`config.mk`:
```
export PLATFORM = sky130hd
export DESIGN_NAME = dptk_queue
export DESIGN_NICKNAME = d
export VERILOG_FILES = /design/src/hw/rtl/dptk_pkg.sv /design/src/hw/rtl/dptk_queue.sv
export SDC_FILE = /design/constraint.sdc
export NUM_CORES = 1
export LEC_CHECK = 0
export ABC_AREA = 1
export BUFFER_PORTS_ARGS = -buffer_cell sky130_fd_sc_hd__buf_2
export CAP_MARGIN = 20
export CORE_UTILIZATION = 35
export CTS_CLUSTER_SIZE = 25
export DETAILED_ROUTE_END_ITERATION = 7
export GPL_ROUTABILITY_DRIVEN = 1
export HOLD_SLACK_MARGIN = 0.15
export PLACE_DENSITY_LB_ADDON = 0.15
export SYNTH_ARGS = -nofsm -noshare
export SYNTH_HDL_FRONTEND = slang
export SYNTH_SLANG_ARGS = --single-unit
export TNS_END_PERCENT = 100
```
`constraint.sdc`:
```
create_clock -name clk -period 6 [get_ports clk]
set_input_delay 0.9 -clock clk [delete_from_list [all_inputs] [get_ports clk]]
set_output_delay 0.9 -clock clk [all_outputs]
set_load 0.005 [all_outputs]
```
`src/hw/rtl/dptk_pkg.sv`:
```
`timescale 1ns / 1ps
// ----------------------------------------------------------------------------
// dptk_pkg
// Shared types and constants of the dot-product top-K search block.
// ----------------------------------------------------------------------------
package dptk_pkg;

  localparam int DEF_MAX_DIM      = 1024;
  localparam int DEF_MAX_MEMORIES = 65536;
  localparam int DEF_K_MAX        = 16;

  localparam int ELEM_W   = 16;
  localparam int PROD_W   = 32;
  localparam int SCORE_W  = 42;
  localparam int INDEX_W  = 16;
  localparam int RANK_W   = 4;
  localparam int VLEN_W   = 11;
  localparam int RCNT_W   = 5;
  localparam int CFG_IDX_W  = 2;
  localparam int CFG_DATA_W = 11;

  localparam logic [VLEN_W-1:0] VLEN_RESET = 11'd512;
  localparam logic [RCNT_W-1:0] RCNT_RESET = 5'd5;

  localparam logic [CFG_IDX_W-1:0] REG_VECTOR_LENGTH = 2'd0;
  localparam logic [CFG_IDX_W-1:0] REG_RESULT_COUNT  = 2'd1;

  // queue between the accumulate front and the ranking back
  localparam int QUEUE_DEPTH = 4;
  localparam int QUEUE_CW    = $clog2(QUEUE_DEPTH + 1);

  // one closed vector, as handed from front to back
  typedef struct packed {
    logic signed [SCORE_W-1:0] score;
    logic [INDEX_W-1:0]        index;
    logic                      scored;    // vector fit within capacity
    logic                      bank_end;  // emit the list after this one
    logic                      overflow;  // capacity was exceeded this pass
  } entry_t;

endpackage

```
`src/hw/rtl/dptk_queue.sv`:
```
`timescale 1ns / 1ps
// ----------------------------------------------------------------------------
// dptk_queue
// Short first-in first-out queue of closed-vector entries.
// ----------------------------------------------------------------------------
module dptk_queue (
  input  logic                          clk,
  input  logic                          rst,
  input  logic                          push,
  input  dptk_pkg::entry_t              wr_entry,
  input  logic                          pop,
  output logic                          rd_valid,
  output dptk_pkg::entry_t              rd_entry,
  output logic [dptk_pkg::QUEUE_CW-1:0] free
);

  localparam int D   = dptk_pkg::QUEUE_DEPTH;
  localparam int AW  = (D > 1) ? $clog2(D) : 1;
  localparam int CW  = dptk_pkg::QUEUE_CW;

  dptk_pkg::entry_t slots [D];
  logic [AW-1:0]    wp, rp;
  logic [CW-1:0]    count;
  logic             do_pop;

  assign rd_valid = count != '0;
  assign rd_entry = slots[rp];
  assign free     = CW'(D) - count;
  assign do_pop   = pop && rd_valid;

  always_ff @(posedge clk) begin
    if (push) begin
      slots[wp] <= wr_entry;
    end
  end

  always_ff @(posedge clk) begin
    if (rst) begin
      wp    <= '0;
      rp    <= '0;
      count <= '0;
    end else begin
      if (push) begin
        wp <= (32'(wp) == D - 1) ? '0 : wp + AW'(1);
      end
      if (do_pop) begin
        rp <= (32'(rp) == D - 1) ? '0 : rp + AW'(1);
      end
      count <= count + CW'(push) - CW'(do_pop);
    end
  end

endmodule

```
==> results by group <==
Run status
  – Status: completed

Global route
  – Initial antenna violation count: 2
  – GRT overflow: 0
  – GR Util All Layers: 12.9%
  – Met2 usage: about 22%
  – GRT Max-Usage Layer: met2
  – First-pass GRT wire length: 30.9 mm
  – Largest net degree at the start of global routing: between 150 and 200
  – Vias in the first global route: 5745
  – Met1 Use GR: 16.5%
  – Met3 Track Usage GR: 2.66%

Synthesis
  – #FFs+latches synth: 253
  – Post-Synthesis Cells: 778
  – Post-synthesis instance area: 10500 sq um
  – Commonest cells in the netlist: edfxtp_1 (244), inv_1 (139), nand2_1 (130)
  – Top-count cell post-synth: edfxtp_1
  – Yosys top cell by area: edfxtp_1
  – Synth Net Count: about 850
  – Synth Area in Compound Gates: approximately an eighth
  – Synthesized area per cell: between 10 and 15 sq um
  – Most used flip-flop cell after synthesis: edfxtp_1
  – Mux contribution to synthesized area: 0%
  – Top cells by area, synth: edfxtp_1 (69%), o211ai_2 (7.2%), inv_1 (4.9%)
  – Post-synth EDFFs: 244
  – Sequential share of the synthesized area: a little under three quarters
  – Netlist cell types: 19
  – Synth warn: 0
  – Simple-Gate Fraction of Synth Area: 5.17%
  – Post-Synth XOR/XNOR Area: 0.0831%
  – Post-synth top area share: 69.5%
  – Fraction of registers with async set/reset: 0%
  – Adder-cell share of the synthesized area: under 10%
  – Largest family of logic cells by synthesized area: compound AO/OA/AOI/OAI gates

CTS
  – Post-CTS setup buffers: 0
  – Clk sinks: 253
  – Worst-path clk slew: 0.06 ns
  – Root Buffer Master: clkbuf_16
  – CTS resizes: 0
  – # hold bufs at CTS: 0
  – CTS max path bufs: 3
  – H-tree depth: 1
  – CTS Buf Count: 28
  – CTS tree: done
  – Clk_lat worst skew: about 0.53 ns

Timing
  – Min cycle time layout: 3.33 ns
  – Final setup viols: 0
  – Slew @ Worst Pin: 1.03 ns
  – F_max: 300 MHz
  – Final period utilization: 55.5%
  – Slew margin rel.: a little under a third
  – Final Max Slew Viols: 0
  – Final count of hold timing violations: 0
  – Post-route worst setup slack: 2.67 ns
  – RSZ-0062 raised after global routing: no
  – Setup TNS: 0 ns
  – Clock Skews: 0.00900 ns

Critical path
  – Worst EP arrival: 2.43 ns
  – CP startpoint kind: flop
  – Req. time, crit path: about 5.1 ns
  – Critical R2R Launch: wp[0]
  – Critical path type: flop to output pin
  – Crit-path slowest cell: dfxtp_4
  – Reg2Reg Setup Slack: 3.72 ns
  – CP endpoint kind: output pin
  – Worst-path fanout max: about 150
  – Critical Path, Cell by Cell: buf_12 -> a21oi_1 -> o21ai_1 -> nand2_1 -> buf_2
  – Family with the most delay on the worst path: flip-flops
  – R2r worst-path depth: 5
  – Crit path buffers/inverters: 2
  – Crit-path max cell delay: 0.64 ns
  – Worst reg2reg endpoint: slots[2][58]

Floorplanning
  – # IOs: 130
  – Area of the core: 29600 sq um
  – Die area: approximately 30000 sq um
  – Die H: 176 um
  – Initial Util: between 30% and 40%
  – # rows: 63
  – Die Wd: around 180 um

Routing
  – DRC Markers: 0
  – Drt first pass iters: 4
  – Vias per inst: 4.42
  – Antenna Nets Post-Route: 0
  – Vias: 5821
  – Initial DRC Count: 308
  – Total wire length: 19.7 mm
  – DR WL/cell: 15.0 um

Final layout
  – Filler Cell Count: 2845
  – Synth-to-Final Area Change: 16.1%
  – Register area: approximately 7500 sq um
  – Share of layout cells above drive strength 1: a little over a quarter
  – Nets: around 980
  – Footprint of the multi-input gates: around 2100 sq um

Worst hold path
  – Hold wc startpoint: rp[1]
  – WHS Path Cells: 2
  – Min-Delay Path Class: flop to flop

Power and ir drop
  – Cell Pwr Density: 402 nW/um^2
  – Peak VDD IR: 239 uV
  – Pleak: 0.00472 uW
  – Design Power: about 4900 uW

Placed design
  – Dpl ws: 3.12 ns
  – Hpwl dp: 11.1 mm
  – GP Congestion: 0.670
  – I/O Buffers: 129

Flow run
  – Max-cap violation count: 0
## worst max path at each step
stage	cells past startpoint	from	endpoint	slack [ns]
4_1_cts	5	flop	rd_entry[1]	2.63
6_report	5	flop	rd_entry[31]	2.67
3_5_place_dp	4	push	slots[2][12]	3.12
3_3_place_gp	4	push	slots[2][12]	3.14
5_1_grt	5	flop	rd_entry[13]	2.53
2_1_floorplan	2	push	slots[3][0]	3.46
## through the flow
| stage | hold WS [ns] | area [sq um] | std cells | utilization [%] |
|---|---|---|---|---|
| 2_1_floorplan | 0.469 | 10500 | 778 | - |
| 3_3_place_gp | 0.498 | 11300 | 1263 | 38.2 |
| 3_5_place_dp | 0.492 | 11300 | 1263 | 38.2 |
| 4_1_cts | 0.518 | 12200 | 1315 | 41.3 |
| 5_1_grt | 0.539 | 12200 | 1315 | 41.3 |
| 6_report | 0.517 | 12200 | 1317 | 41.3 |
## worst reg2reg max path, cell delays in order, from the launching register on
cell	delay (ns)
dfxtp_1	0.35
inv_1	0.10
ha_1	0.15
nand2_1	0.06
inv_2	0.74
buf_4	0.54
## placed cells by master, fill, tap and decap left out, types with 3 or more instances in the layout
| master | instances |
|---|---|
| clkinv_2 | 8 |
| o21ai_1 | 22 |
| a21oi_1 | 63 |
| buf_2 | 129 |
| o21ai_0 | 43 |
| inv_2 | 4 |
| dfxtp_1 | 7 |
| buf_4 | 7 |
| bufinv_16 | 3 |
| nor2_1 | 14 |
| clkinv_1 | 7 |
| clkbuf_16 | 29 |
| inv_1 | 135 |
| ha_1 | 8 |
| nand2_1 | 130 |
| clkinvlp_4 | 3 |
| o211ai_2 | 61 |
| edfxtp_1 | 244 |
## power breakdown
group,internal (uW),switching [uW],leakage (uW)
Clock,1000,663,0.000448
Combinational,443,670,0.00196
Sequential,2040,99.4,0.00232
## cell type report
class | count | share of cell area [%]
Antenna cell | 2 | 0.0409
Clock buffer | 30 | 5.96
Clock inverter | 22 | 1.53
Inverter | 139 | 4.26
Multi-Input combinational cell | 344 | 17.0
Sequential cell | 253 | 61.4
Tap cell | 390 | 3.99
Timing Repair Buffer | 137 | 5.87
## layer usage
| metal | vias up | share of wire (%) | routed length, um |
|---|---|---|---|
| li1 | 2941 | - | - |
| met1 | 2747 | 45 | 8770 |
| met2 | 104 | 48 | 9530 |
| met3 | 27 | 5.2 | 1020 |
| met4 | 2 | 1.9 | 369 |
| met5 | - | 0.086 | 17 |
## cells by family after synthesis
kind of cell    after synthesis
buf+inv                     181
fa+ha+maj                     9
flops                       253
xor+xnor                      1
compound gates              189
simple gates                145
## state kept, by name (all words and copies together), names as in the netlist, named ones only
| signal | count |
|---|---|
| slots | 244 |
| count | 3 |
| wp | 2 |
| rp | 2 |
Power figures use the tool's default switching activity.
