==> config.mk <==
export PLATFORM = sky130hd
export DESIGN_NAME = dptk_back
export DESIGN_NICKNAME = d
export VERILOG_FILES = /design/src/hw/rtl/dptk_pkg.sv /design/src/hw/rtl/dptk_back.sv
export SDC_FILE = /design/constraint.sdc
export NUM_CORES = 2
export LEC_CHECK = 0
export BUFFER_PORTS_ARGS = -buffer_cell sky130_fd_sc_hd__buf_2
export CAP_MARGIN = 15
export CORE_ASPECT_RATIO = 1.2
export CORE_MARGIN = 4
export CORE_UTILIZATION = 55
export CTS_BUF_LIST = sky130_fd_sc_hd__clkbuf_2
export DETAILED_ROUTE_END_ITERATION = 8
export GPL_TIMING_DRIVEN = 1
export MAX_ROUTING_LAYER = met4
export PLACE_DENSITY = 0.75
export SETUP_SLACK_MARGIN = 0.5
export SYNTH_ARGS = -nofsm -noshare
export SYNTH_HDL_FRONTEND = slang
export SYNTH_SLANG_ARGS = --single-unit
export TNS_END_PERCENT = 1
==> constraint.sdc <==
create_clock -name clk -period 26.9 [get_ports clk]
set_input_delay 1.345 -clock clk [delete_from_list [all_inputs] [get_ports clk]]
set_output_delay 1.345 -clock clk [all_outputs]
set_load 0.01 [all_outputs]
==> src/hw/rtl/dptk_pkg.sv <==
`timescale 1ns / 1ps
// ----------------------------------------------------------------------------
// dptk_pkg
// Shared types and constants of the dot-product top-K search block.
// ----------------------------------------------------------------------------
package dptk_pkg;

  localparam int DEF_MAX_DIM      = 1024;
  localparam int DEF_MAX_MEMORIES = 65536;
  localparam int DEF_K_MAX        = 16;

  localparam int ELEM_W   = 16;
  localparam int PROD_W   = 32;
  localparam int SCORE_W  = 42;
  localparam int INDEX_W  = 16;
  localparam int RANK_W   = 4;
  localparam int VLEN_W   = 11;
  localparam int RCNT_W   = 5;
  localparam int CFG_IDX_W  = 2;
  localparam int CFG_DATA_W = 11;

  localparam logic [VLEN_W-1:0] VLEN_RESET = 11'd512;
  localparam logic [RCNT_W-1:0] RCNT_RESET = 5'd5;

  localparam logic [CFG_IDX_W-1:0] REG_VECTOR_LENGTH = 2'd0;
  localparam logic [CFG_IDX_W-1:0] REG_RESULT_COUNT  = 2'd1;

  // queue between the accumulate front and the ranking back
  localparam int QUEUE_DEPTH = 4;
  localparam int QUEUE_CW    = $clog2(QUEUE_DEPTH + 1);

  // one closed vector, as handed from front to back
  typedef struct packed {
    logic signed [SCORE_W-1:0] score;
    logic [INDEX_W-1:0]        index;
    logic                      scored;    // vector fit within capacity
    logic                      bank_end;  // emit the list after this one
    logic                      overflow;  // capacity was exceeded this pass
  } entry_t;

endpackage

==> src/hw/rtl/dptk_back.sv <==
`timescale 1ns / 1ps
// ----------------------------------------------------------------------------
// dptk_back
// Keeps the sorted best-K list, inserts one score per cycle with parallel
// compares while idle, and streams the list out by rank when a bank pass ends.
// ----------------------------------------------------------------------------
module dptk_back #(
  parameter int K_MAX = dptk_pkg::DEF_K_MAX
) (
  input  logic                                 clk,
  input  logic                                 rst,
  input  logic [dptk_pkg::RCNT_W-1:0]          result_count,
  input  logic                                 q_valid,
  input  dptk_pkg::entry_t                     q_entry,
  output logic                                 q_pop,
  output logic                                 out_valid,
  input  logic                                 out_ready,
  output logic [dptk_pkg::RANK_W-1:0]          out_rank,
  output logic [dptk_pkg::INDEX_W-1:0]         out_index,
  output logic signed [dptk_pkg::SCORE_W-1:0]  out_score,
  output logic                                 out_found,
  output logic                                 out_overflow,
  output logic                                 out_last
);

  localparam int KCW = $clog2(K_MAX + 1);
  localparam int IW  = (K_MAX > 1) ? $clog2(K_MAX) : 1;

  typedef enum logic [1:0] {
    ST_IDLE = 2'b01,
    ST_EMIT = 2'b10
  } state_t;

  state_t state;

  logic signed [dptk_pkg::SCORE_W-1:0] best_score [K_MAX];
  logic [dptk_pkg::INDEX_W-1:0]        best_index [K_MAX];
  logic [KCW-1:0] filled, k, n, r;
  logic           ovf_hold;
  logic [K_MAX-1:0] ge;
  logic           room, do_insert, load, found, rlast;
  logic [IW-1:0]  ri;

  always_comb begin
    if (result_count == '0) begin
      k = KCW'(1);
    end else if (32'(result_count) > K_MAX) begin
      k = KCW'(K_MAX);
    end else begin
      k = KCW'(result_count);
    end
  end

  assign n = (filled < k) ? filled : k;

  // entries at or above the new score form a prefix of the list
  always_comb begin
    for (int i = 0; i < K_MAX; i++) begin
      ge[i] = (KCW'(i) < n) && (best_score[i] >= q_entry.score);
    end
  end

  assign room      = !ge[IW'(k - KCW'(1))];
  assign q_pop     = (state == ST_IDLE) && q_valid;
  assign do_insert = q_pop && q_entry.scored && room;

  always_ff @(posedge clk) begin
    if (do_insert) begin
      for (int i = 0; i < K_MAX; i++) begin
        if (KCW'(i) < k && !ge[i]) begin
          if (i == 0) begin
            best_score[i] <= q_entry.score;
            best_index[i] <= q_entry.index;
          end else if (ge[i-1]) begin
            best_score[i] <= q_entry.score;
            best_index[i] <= q_entry.index;
          end else begin
            best_score[i] <= best_score[i-1];
            best_index[i] <= best_index[i-1];
          end
        end
      end
    end
  end

  assign load  = (state == ST_EMIT) && (!out_valid || out_ready);
  assign ri    = IW'(r);
  assign found = r < n;
  assign rlast = r == (k - KCW'(1));

  always_ff @(posedge clk) begin
    if (rst) begin
      state  <= ST_IDLE;
      filled <= '0;
      r      <= '0;
    end else begin
      case (state)
        ST_IDLE: begin
          if (q_pop) begin
            if (q_entry.scored) begin
              filled <= (n < k) ? n + KCW'(1) : k;
            end
            if (q_entry.bank_end) begin
              state <= ST_EMIT;
              r     <= '0;
            end
          end
        end
        ST_EMIT: begin
          if (load) begin
            if (rlast) begin
              state  <= ST_IDLE;
              filled <= '0;
            end else begin
              r <= r + KCW'(1);
            end
          end
        end
        default: state <= ST_IDLE;
      endcase
    end
  end

  always_ff @(posedge clk) begin
    if (q_pop && q_entry.bank_end) begin
      ovf_hold <= q_entry.overflow;
    end
  end

  always_ff @(posedge clk) begin
    if (rst) begin
      out_valid <= 1'b0;
    end else if (load) begin
      out_valid <= 1'b1;
    end else if (out_ready) begin
      out_valid <= 1'b0;
    end
  end

  always_ff @(posedge clk) begin
    if (load) begin
      out_rank     <= dptk_pkg::RANK_W'(r);
      out_found    <= found;
      out_index    <= found ? best_index[ri] : '0;
      out_score    <= found ? best_score[ri] : '0;
      out_overflow <= ovf_hold;
      out_last     <= rlast;
    end
  end

endmodule

==> out/metrics.yaml <==
clock_network:
  cts-resized-gates: 0
  clock_path_buffers: 4
  clkLatencyLatePin_ns: 1.71
  clk_pin_slew_ns: 0.12
  cts_root_buf: "clkbuf_2"
  cts_tree: "built"
  cts.sink_count: 1007
  cts_made_buffers: 279
  h-tree-depth: 5
global_route:
  grt_pass1_vias: 46191
  grt_antenna_before_repair: 14
  grt_usage: 0.375
  grt_max_degree: 135
  grt_overflow: 0
  grt_pass1_wl_um: 324000
synthesis:
  synth_top_cell_area_share: 0.463
  syn-num-nets: 5389
  syn_area_mm2: 0.0645
  synth_cells: 4633
  synth_flop_cell: "edfxtp_1"
  synth_top_cell_by_area: "edfxtp_1"
  synth_edf_count: 994
  async_reset_ff_frac: 0
  syn_avg_cell_area_um2: 13.9
  yosysWarningCount: 0
  yosys-top-cells-area: "edfxtp_1 46%, mux2_2 14%, ha_1 13%"
  seq_area_frac_synth: 0.467
  synth_seq_cells: 1007
  synthDistinctLibCells: 83
sta:
  fin_skew_ns: 0.150
  finalSetupTns_ns: 0
  finalCritPeriodShare: 0.310
  hold_viol: 0
  tightest_slew_ns: 1.33
  relSlewSlack: 0.105
  grt_setup_unrepaired: "false"
  setup_viol: 0
  maxSlewViolCount: 0
  period_needed_ns: 8.35
  fmax_mhz: 120
place:
  dpl_cell_area_mm2: 0.0669
  dp_hpwl_um: 155000
  gp_congestion: 1.05
  port_buffers: 136
finish:
  drive_gt1_frac: 0.350
  post-route-util: 0.599
  fin_area_mm2: 0.0697
  nets: 5703
  area_delta_synth_final_pct: 8.04
job:
  maxCapViolCount: 0
die:
  core-area_mm2: 0.116
  die_h_um: 383
  dieArea_mm2: 0.123
  io_pins: 137
  initial_utilization: 0.554
  fp-row-count: 137
  die_w_um: 321
power:
  p_sw_frac: 0.342
  seqPwrFrac: 0.497
  internal_power_mw: 2.71
  total_power_mw: 4.13
  power_frac_clock: 0.254
  peakVddDrop_uv: 43.0
  p_sw_mw: 1.41
  pwr_density_cell_mw_per_mm2: 59.2
  p_leak_nw: 25.7
  power_frac_comb: 0.248
critical_path:
  cp-end-kind: "register"
  path_max_fanout: 45
  worstPathRequired_ns: 28.21
  worstPathArrival_ns: 9.67
  crit_type: "primary input to register"
  cp-start-kind: "primary input"
drt:
  drtIter0Drc: 5867
  dr.pass1.iters: 6
  routedWlPerCell_um: 33.9
  ant_nets: 0
  remaining_drc_errors: 0
  vias: 46687
  routed_wl_um: 225000
  via_per_inst: 7.02
worst_hold_path:
  hold_class: "primary input to register"
outcome:
  status: "finished, final reports clean"
## area by class of cell
cell class	instances	area, µm²
clock buffers	386	1930
flip-flops and latches	1007	30100
inverters	99	372
clock inverters	54	214
diodes	12	30.0
repair buffers	276	1900
fillers	9100	46700
well taps	1529	1910
multi-input cells	3284	33200
## critical path, cell delays in order
cell and delay [ns]:
dlygate4sd3_1 0.57, buf_2 0.28, inv_1 0.41, ha_1 0.47, nand4_1 0.22, nor4_1 1.16
nand3_1 0.55, a311oi_1 0.67, nor3_1 0.12, a211oi_1 0.87, nand3_1 0.16, a32oi_1 0.51
and2_4 0.45, or4_4 0.46, buf_4 0.91, mux2_2 0.42
## layout by cell type (no fill, tap or decap), types with 74 or more instances in the layout
cell      instances
edfxtp_1        994
nor2_1           99
o21ai_0         165
mux4_2          290
nand4_1         125
buf_2           138
inv_1            97
clkbuf_2        386
buf_4            78
a21oi_1         263
mux2_2          784
nand3_1         110
nand2_1         195
nor2b_1          74
ha_1            686
## path summary, 6_finish.rpt
kind,cells after the start,from,slack [ns],to
worst min-delay path,1,q_entry[21],0.20,best_score[0][2]$_DFFE_PP_
worst min register to register,0,ovf_hold$_DFFE_PP_,0.44,out_overflow$_DFFE_PP_
worst max-delay path,16,q_entry[58],18.55,best_score[13][31]$_DFFE_PP_
worst max register to register,13,best_score[10][39]$_DFFE_PP_,19.09,best_score[13][31]$_DFFE_PP_
## power groups by stage
stage          logic (mW)  registers (mW)  clock network (mW)
2_1_floorplan       0.647            2.03                   0
3_3_place_gp        0.964            2.08                   0
3_5_place_dp        0.989            2.08                   0
4_1_cts              1.00            2.05                1.06
5_1_grt              1.08            2.06                1.14
6_report             1.02            2.05                1.05
## synthesized netlist by cell type, types with 15 or more instances
library cell	instances
a211oi_1	27
a21o_1	38
a21oi_1	264
a221oi_1	33
buf_1	29
buf_2	52
clkbuf_1	150
edfxtp_1	994
ha_1	686
inv_1	97
mux2_2	784
mux2_4	38
mux4_2	290
nand2_1	201
nand2b_1	20
nand3_1	111
nand4_1	125
nor2_1	107
nor2b_1	75
nor3_1	57
nor4_1	33
o211ai_1	17
o21a_1	15
o21ai_0	165
## per-stage QoR
step	worst slack [ns]	hold WS (ns)	cells
3_3_place_gp	17.97	0.409	6135
5_1_grt	18.76	0.0591	6647
3_5_place_dp	17.91	0.411	6136
6_report	18.55	0.197	6647
2_1_floorplan	17.53	0.400	4633
4_1_cts	19.13	0.00156	6634
## cell families after synthesis
logic type,synth area share
compound gates,0.0631
xor+xnor,0.00163
simple gates,0.0619
flops,0.467
buf+inv,0.0220
mux,0.252
fa+ha+maj,0.133
## state kept, by name (all words and copies together) (netlist names)
name and count:
best_score 672, best_index 256, out_score 42, out_index 16
filled 5, r 5, out_rank 4, state 2
out_found 1, out_last 1, out_overflow 1, out_valid 1
ovf_hold 1
## per-layer routing
layer	GRT usage	vias to the layer above	wire length, µm
met2	0.566	3001	102000
li1	-	19464	-
met3	0.0921	619	23600
met5	-	-	0
met1	0.479	23603	86400
met4	0.179	0	12700
## timing repair
action                                 4_1_cts  5_1_grt
hold buffers                                58        0
endpoints found under the hold margin      116        0
buffers inserted                             0        0
Note: power is estimated with default switching activity, not from simulation.
